==> src/mfap_pkg.sv <==
// Shared types and constants of the maximum-flow block.
`default_nettype none
package mfap_pkg;

  localparam int VERT_W  = 4;
  localparam int VERT_N  = 1 << VERT_W;
  localparam int CAP_W   = 16;
  localparam int ADDR_W  = 2 * VERT_W;
  localparam int TOTAL_W = 20;
  localparam int SCAN_W  = VERT_W + 1;
  localparam int BN_W    = CAP_W + 1;

  localparam logic [1:0] CMD_ADD     = 2'd0;
  localparam logic [1:0] CMD_COMPUTE = 2'd1;
  localparam logic [1:0] CMD_CLEAR   = 2'd2;

  localparam logic [CAP_W-1:0]   CAP_MAX   = {CAP_W{1'b1}};
  localparam logic [TOTAL_W-1:0] TOTAL_MAX = {TOTAL_W{1'b1}};
  localparam logic [BN_W-1:0]    BN_START  = {1'b1, {CAP_W{1'b0}}};

  typedef logic [ADDR_W-1:0] cap_addr_t;
  typedef logic [CAP_W-1:0]  cap_t;

  // Write request and clear strobe toward the capacity memory.
  typedef struct packed {
    logic      we;
    cap_addr_t addr;
    cap_t      data;
    logic      clr;
  } cap_wr_t;

  function automatic cap_t sat_add(input cap_t a, input cap_t b);
    logic [CAP_W:0] s;
    s = {1'b0, a} + {1'b0, b};
    return s[CAP_W] ? CAP_MAX : s[CAP_W-1:0];
  endfunction

endpackage
`default_nettype wire

==> src/mfap_cap_mem.sv <==
// Residual-capacity memory with a registered read port and per-entry valid bits.
`default_nettype none
module mfap_cap_mem (
  input  wire logic              clk,
  input  wire logic              rst_n,
  input  wire mfap_pkg::cap_wr_t wr,
  input  wire mfap_pkg::cap_addr_t raddr,
  output mfap_pkg::cap_t         rdata
);
  import mfap_pkg::*;

  cap_t                mem [VERT_N*VERT_N];
  logic [VERT_N*VERT_N-1:0] vld_r;
  cap_t                rd_r;
  logic                rd_vld_r;

  always_ff @(posedge clk) begin
    if (wr.we) begin
      mem[wr.addr] <= wr.data;
    end
    rd_r <= mem[raddr];
  end

  // An entry that was never written since the last clear reads as zero.
  always_ff @(posedge clk) begin
    if (!rst_n || wr.clr) begin
      vld_r    <= '0;
      rd_vld_r <= 1'b0;
    end else begin
      if (wr.we) begin
        vld_r[wr.addr] <= 1'b1;
      end
      rd_vld_r <= vld_r[raddr];
    end
  end

  assign rdata = rd_vld_r ? rd_r : '0;

endmodule
`default_nettype wire

==> config.mk <==
export PLATFORM = sky130hd
export DESIGN_NAME = mfap_cap_mem
export DESIGN_NICKNAME = d
export VERILOG_FILES = /design/src/mfap_pkg.sv /design/src/mfap_cap_mem.sv
export SDC_FILE = /design/constraint.sdc
export NUM_CORES = 2
export LEC_CHECK = 0
export BUFFER_PORTS_ARGS = -buffer_cell sky130_fd_sc_hd__buf_2
export CAP_MARGIN = 20
export CELL_PAD_IN_SITES_DETAIL_PLACEMENT = 0
export CELL_PAD_IN_SITES_GLOBAL_PLACEMENT = 1
export CORE_MARGIN = 2
export CORE_UTILIZATION = 55
export CTS_CLUSTER_DIAMETER = 60
export DETAILED_ROUTE_END_ITERATION = 8
export PLACE_DENSITY = 0.89
export SLEW_MARGIN = 20
export SYNTH_ARGS = -nofsm -noshare
export SYNTH_HDL_FRONTEND = slang
export SYNTH_SLANG_ARGS = --single-unit
==> constraint.sdc <==
create_clock -name clk -period 5.44 [get_ports clk]
set_clock_uncertainty 0.05 [all_clocks]
set_input_delay 0.816 -clock clk [delete_from_list [all_inputs] [get_ports clk]]
set_output_delay 0.816 -clock clk [all_outputs]
set_load 0.02 [all_outputs]
# After elaboration in Yosys (flattened, before gate mapping)
# Memories as Yosys holds them, arrays and structs flattened. A register that Yosys moved wholly into a read port is not among the register bits.
# Index checks and enable logic that the tools add are counted.
[word_totals]
register_bits = 257
ram_bits = 4096
inputBits = 36
output_inout_bits = 16
wordCells = 17
memories = 1
[memory_table]
columns = ["memory", "depth", "word_bits", "rd", "rd_ports_with_merged_regs", "write_ports", "line_no", "source"]
rows = [
  ["mem", 256, 16, 1, 1, 1, "mfap_cap_mem.sv:12", "cap_t mem [VERT_N*VERT_N];"],
]
[op_classes]
magnitude_cmp = 3
mux = 7
bitwise_logic = 1
reduce_logical = 3
[ops]
columns = ["cell", "n"]
rows = [
  ["$or A256 B256 Y256", 1],
  ["$lt A8 B9 Y1 const B", 2],
  ["$mux W16", 1],
  ["$bmux W1 S8", 1],
  ["$demux W1 S8", 1],
  ["$ge A8 B1 Y1 const B", 1],
  ["$mux W1", 4],
  ["$logic_and A1 B1 Y1", 1],
  ["$logic_not A1 Y1", 1],
  ["$logic_or A1 B1 Y1", 1],
]

# Depth between registers and ports, before layout
[logic_depth]
word_depth = 5
mapped_depth = 11
mapped_depth_nobuf = 7

# Worst setup path before layout
# No wires, ideal clock.
[synth_timing]
kind = "input port to flip-flop"
from = "input wr[19] in the netlist's numbering"
to = "memory mem[103][0] in the netlist's numbering, enable pin"
setup_time_ns = 0.390
arrival_ns = 2.623
required_ns = 5.000
setup_slack_ns = 2.377
cell_stages = 6
path_buffers = 3
cell_sequence = "clkbuf_1 > nor2b_1 > clkbuf_1 > nand4_1 > clkbuf_1 > nor2_1"
[synth_lines]
columns = ["item", "line_no", "source"]
rows = [
  ["from (decl)", "mfap_cap_mem.sv:6", "input wire mfap_pkg::cap_wr_t wr,"],
  ["to (decl)", "mfap_cap_mem.sv:12", ""],
]
# No word-level cell before the write port.

==> results by stage <==
GRT:
- The maximum number of pins on one net before global-route repair is 166.
- The wire length of the first global-routing pass is 648000 µm.
- The total global routing overflow is 0.
- The number of antenna violations at the first check in global routing came to 39.
- Across every metal layer, demand over resource in global routing totals 0.298.
- The via count of the first global-routing pass is 85700.

Route:
- Once detail routing completed, the nets flagged for antenna violations numbered 0.
- The number of search-and-repair iterations in the first detailed-routing pass is 7.
- For this block, the initial DRC count from the detailed router was 13800.
- In the routed design, unresolved DRC markers number 0.
- The total number of vias is 84600.
- The average routed wire per standard cell is 37.6 µm.
- The mean number of vias per cell is 6.93.
- Summed over all layers, the routed wires come to 459000 µm.

Yosys:
- In this run, synthesis produced a sequential element count of 4369.
- The cell count after synthesis is 7395.
- The dominant synthesized flop cell is sky130_fd_sc_hd__edfxtp_1.
- The post-synth design cell area is 167000 µm².
- The number of nets in the synthesized netlist is 7431.
- Yosys mapped a number of flops with a built-in enable equal to 4096.
- The count of unique library cells instantiated by Yosys is 54.
- The sequential share of the synthesized area is 0.770.
- The total number of yosys warnings is 0.
- The fraction of registers with async set or reset after synthesis is 0.
- The mean area per synthesized cell is 22.6 µm².

Worst setup path:
- STA classifies the critical path startpoint as an input port.
- In this run the register-to-register setup slack is 2420 ps.
- For the worst setup path, the data arrival time is 4710 ps.
- The type of the setup path with the least slack is input port to flop.
- The largest single stage delay on the critical path is 790 ps.
- Measured in cells, the most critical reg-to-reg path has a length of 5.
- The cell type of the slowest stage on the worst timing path is sky130_fd_sc_hd__a22oi_1.
- The startpoint of the worst register-to-register path is mem[183][11].
- The buffering stage count on the worst path with inverters included is 3.
- The required arrival time at the worst endpoint is 6330 ps.
- In this run the worst path has a maximum fanout of 24.
- Traced cell by cell, the critical path runs through buf_2 -> buf_4 -> nor3b_1 -> nand2b_1 -> buf_4 -> nor2_1 -> a22oi_1 -> nand4_1 -> nor4_1 -> o31a_1.
- The worst setup path is captured at a flop.
- In this run the critical register-to-register path is captured at rd_r[11].
- Among the stages of the critical path, the cell type that occurs most often is sky130_fd_sc_hd__buf_4.
- The kind of cell with the highest combined delay along the critical path is simple AND/OR/NAND/NOR gates.

CTS:
- Buffers inserted to repair hold after CTS numbered 0.
- TritonCTS built the clock tree.
- The number of gates resized after CTS was 0.
- After clock tree synthesis, the clock-pin slew on the worst setup and hold paths is 70 ps.
- The buffers inserted during post-CTS setup optimization is 0.
- For the worst-skew pair, the clock arrives at the later sink with an insertion delay of 1020 ps.
- Buffers inserted during clock tree synthesis total 415.
- The maximum root-to-sink buffer count is 4.
- In this run the number of H-tree levels came out at 5.
- The total number of clock tree sinks is 4369.
- CTS placed an instance of sky130_fd_sc_hd__clkbuf_16 at the clock tree root.

Timing:
- The number of endpoints with negative hold slack in the final report was 0.
- Setup repair after global routing left no endpoint under its margin.
- The achievable frequency is 262 MHz.
- In the post-route analysis, the smallest setup slack over all paths is 1620 ps.
- In the finished design, the share of the clock period the worst path needs comes to 0.703.
- The final total negative setup slack is 0 ps.
- The time the worst path needs with I/O delays and setup is 3820 ps.
- The headroom to the max-slew limit is 0.123.
- The number of failing setup endpoints in the final timing report is 0.
- The worst-margin pin slew is 1320 ps.
- The total count of max-transition violations in the final report is 0.

Placement:
- Before CTS, the worst setup slack after placement is 847 ps.
- Detailed placement ended at an HPWL of 255000 µm.
- In this run the tool buffered the top-level ports with 51 buffer cells.
- Routability-driven placement finished with a final weighted congestion of 1.02.

Layout:
- Summing all multi-input logic gate instances after layout gives 36400 µm².
- The sequential cell area in the final layout is 128000 µm².
- The layout-stage area growth over the synthesis result is 12.9%.
- After the last flow step, the layout net total stands at 7895.
- Leaving out fill and tap cells, the most frequent cells in the layout are 4096 x sky130_fd_sc_hd__edfxtp_1, 1181 x sky130_fd_sc_hd__mux4_2, 420 x sky130_fd_sc_hd__clkbuf_16.
- The commonest non-fill, non-tap cell in the layout is sky130_fd_sc_hd__edfxtp_1.
- The fill cell total of the finished layout is 18900.
- In the final layout, the share of cells above drive strength 1 is 0.288.

Power and ir drop:
- Across the VDD grid, the largest voltage drop is 0.000319 V.
- The ratio of total power to cell area is 373 nW/µm².
- The analysis attributes to cell leakage a power of 59.8 nW.
- The design draws 70.3 mW.

Floorplan:
- The die is 555 µm tall.
- The die outline area is 308000 µm².
- The cell row count is 202.
- For this configuration, the core starts out at a cell density of 0.552.
- During I/O placement, the number of pins put on the boundary was 52.
- The chip width is 555 µm.
- After floorplanning, the core was sized to cover 302000 µm².

Hold path:
- The worst min-delay path startpoint is wr[0].
- The worst hold path depth is 3.
- The worst hold path endpoint is vld_r[3].
- The path category of the worst min-delay check is input port to flop.

Job:
- The tool flagged a number of max-cap violations equal to 0.

Status:
- The flow ran to the end, and the final reports show no timing, DRC or antenna violations.
[final cells by class]
cell class                 instances  area share
inverter                           5    0.000139
antenna                           23    0.000305
multi-input combinational       2598       0.193
timing repair buffer             470      0.0228
clock inverter                   239      0.0155
sequential                      4369       0.682
tap                             3978      0.0264
clock buffer                     532      0.0599
[where the power goes]
part           switching [mW]  total, mW  internal [mW]
sequential             0.0851       36.9           36.8
clock                    12.9       30.1           17.2
combinational            2.10       3.25           1.15
[cell families after synthesis]
family                 count (synthesis)  share of synthesized area
AOI/OAI and AO/OA                    520                     0.0231
DFF                                 4369                      0.770
muxes                               1496                      0.178
buffers and inverters                428                     0.0140
and+or+nand+nor                      582                     0.0150
[through the flow]
step	std cells	hold WS, ps	utilization	area (µm²)
after detailed placement	11400	398	0.576	174000
after floorplan	7395	385	-	167000
final	12200	129	0.623	188000
after global placement	11400	391	0.576	174000
after CTS	12200	114	0.623	188000
after global routing	12200	146	0.623	188000
[layer usage]
metal,routed length (µm),track usage,vias to the layer above
met5,296,0,-
met4,32200,0.178,28
met3,59400,0.0756,1445
met2,218000,0.465,7057
met1,149000,0.381,43900
li1,-,-,32200
[worst max-delay path by stage]
stage | startpoint | to | slack (ps) | cells past startpoint
final | raddr[5] | rd_r[8] | 1620 | 10
after global routing | raddr[0] | rd_r[8] | 1610 | 9
after CTS | raddr[0] | rd_r[11] | 1790 | 9
after detailed placement | raddr[0] | rd_r[11] | 850 | 9
after global placement | raddr[0] | rd_r[11] | 870 | 9
after floorplan | wr[19] | mem[103][0] | 2380 | 6
[state kept, by name, indices dropped and copies added (netlist names)]
name,count
mem,4096
rd_vld_r,1
vld_r,256
rd_r,16
[Yosys cell counts (4+ instances only)]
cell type,instances,share of area
sky130_fd_sc_hd__a21oi_1,28,0.00084
sky130_fd_sc_hd__a22oi_1,107,0.0048
sky130_fd_sc_hd__a31oi_1,15,0.00056
sky130_fd_sc_hd__a32oi_1,21,0.0011
sky130_fd_sc_hd__and2_1,16,0.00060
sky130_fd_sc_hd__and3_1,10,0.00037
sky130_fd_sc_hd__buf_1,40,0.00090
sky130_fd_sc_hd__buf_12,6,0.00072
sky130_fd_sc_hd__buf_2,94,0.0028
sky130_fd_sc_hd__buf_4,65,0.0029
sky130_fd_sc_hd__buf_6,27,0.0018
sky130_fd_sc_hd__buf_8,6,0.00054
sky130_fd_sc_hd__clkbuf_1,185,0.0042
sky130_fd_sc_hd__dfxtp_1,273,0.033
sky130_fd_sc_hd__edfxtp_1,4096,0.74
sky130_fd_sc_hd__mux2i_1,312,0.019
sky130_fd_sc_hd__mux4_2,1181,0.16
sky130_fd_sc_hd__nand2_1,98,0.0022
sky130_fd_sc_hd__nand2b_1,4,0.00015
sky130_fd_sc_hd__nand3_1,31,0.00093
sky130_fd_sc_hd__nand4_1,39,0.0015
sky130_fd_sc_hd__nor2_1,346,0.0078
sky130_fd_sc_hd__nor2b_1,11,0.00041
sky130_fd_sc_hd__nor3_1,10,0.00030
sky130_fd_sc_hd__nor4_1,4,0.00015
sky130_fd_sc_hd__o211a_1,14,0.00084
sky130_fd_sc_hd__o21a_1,240,0.011
sky130_fd_sc_hd__o21ai_0,7,0.00021
sky130_fd_sc_hd__o21ai_1,4,0.00012
sky130_fd_sc_hd__o221ai_1,28,0.0015
sky130_fd_sc_hd__o22ai_1,42,0.0016
[worst reg2reg max path, cell delays in order, from the launching register on]
cell	delay (ps)
sky130_fd_sc_hd__edfxtp_1	410
sky130_fd_sc_hd__mux4_2	500
sky130_fd_sc_hd__mux4_2	500
sky130_fd_sc_hd__o22ai_1	980
sky130_fd_sc_hd__nor3_1	250
sky130_fd_sc_hd__o211a_1	210
(Power assumes the default switching activity.)
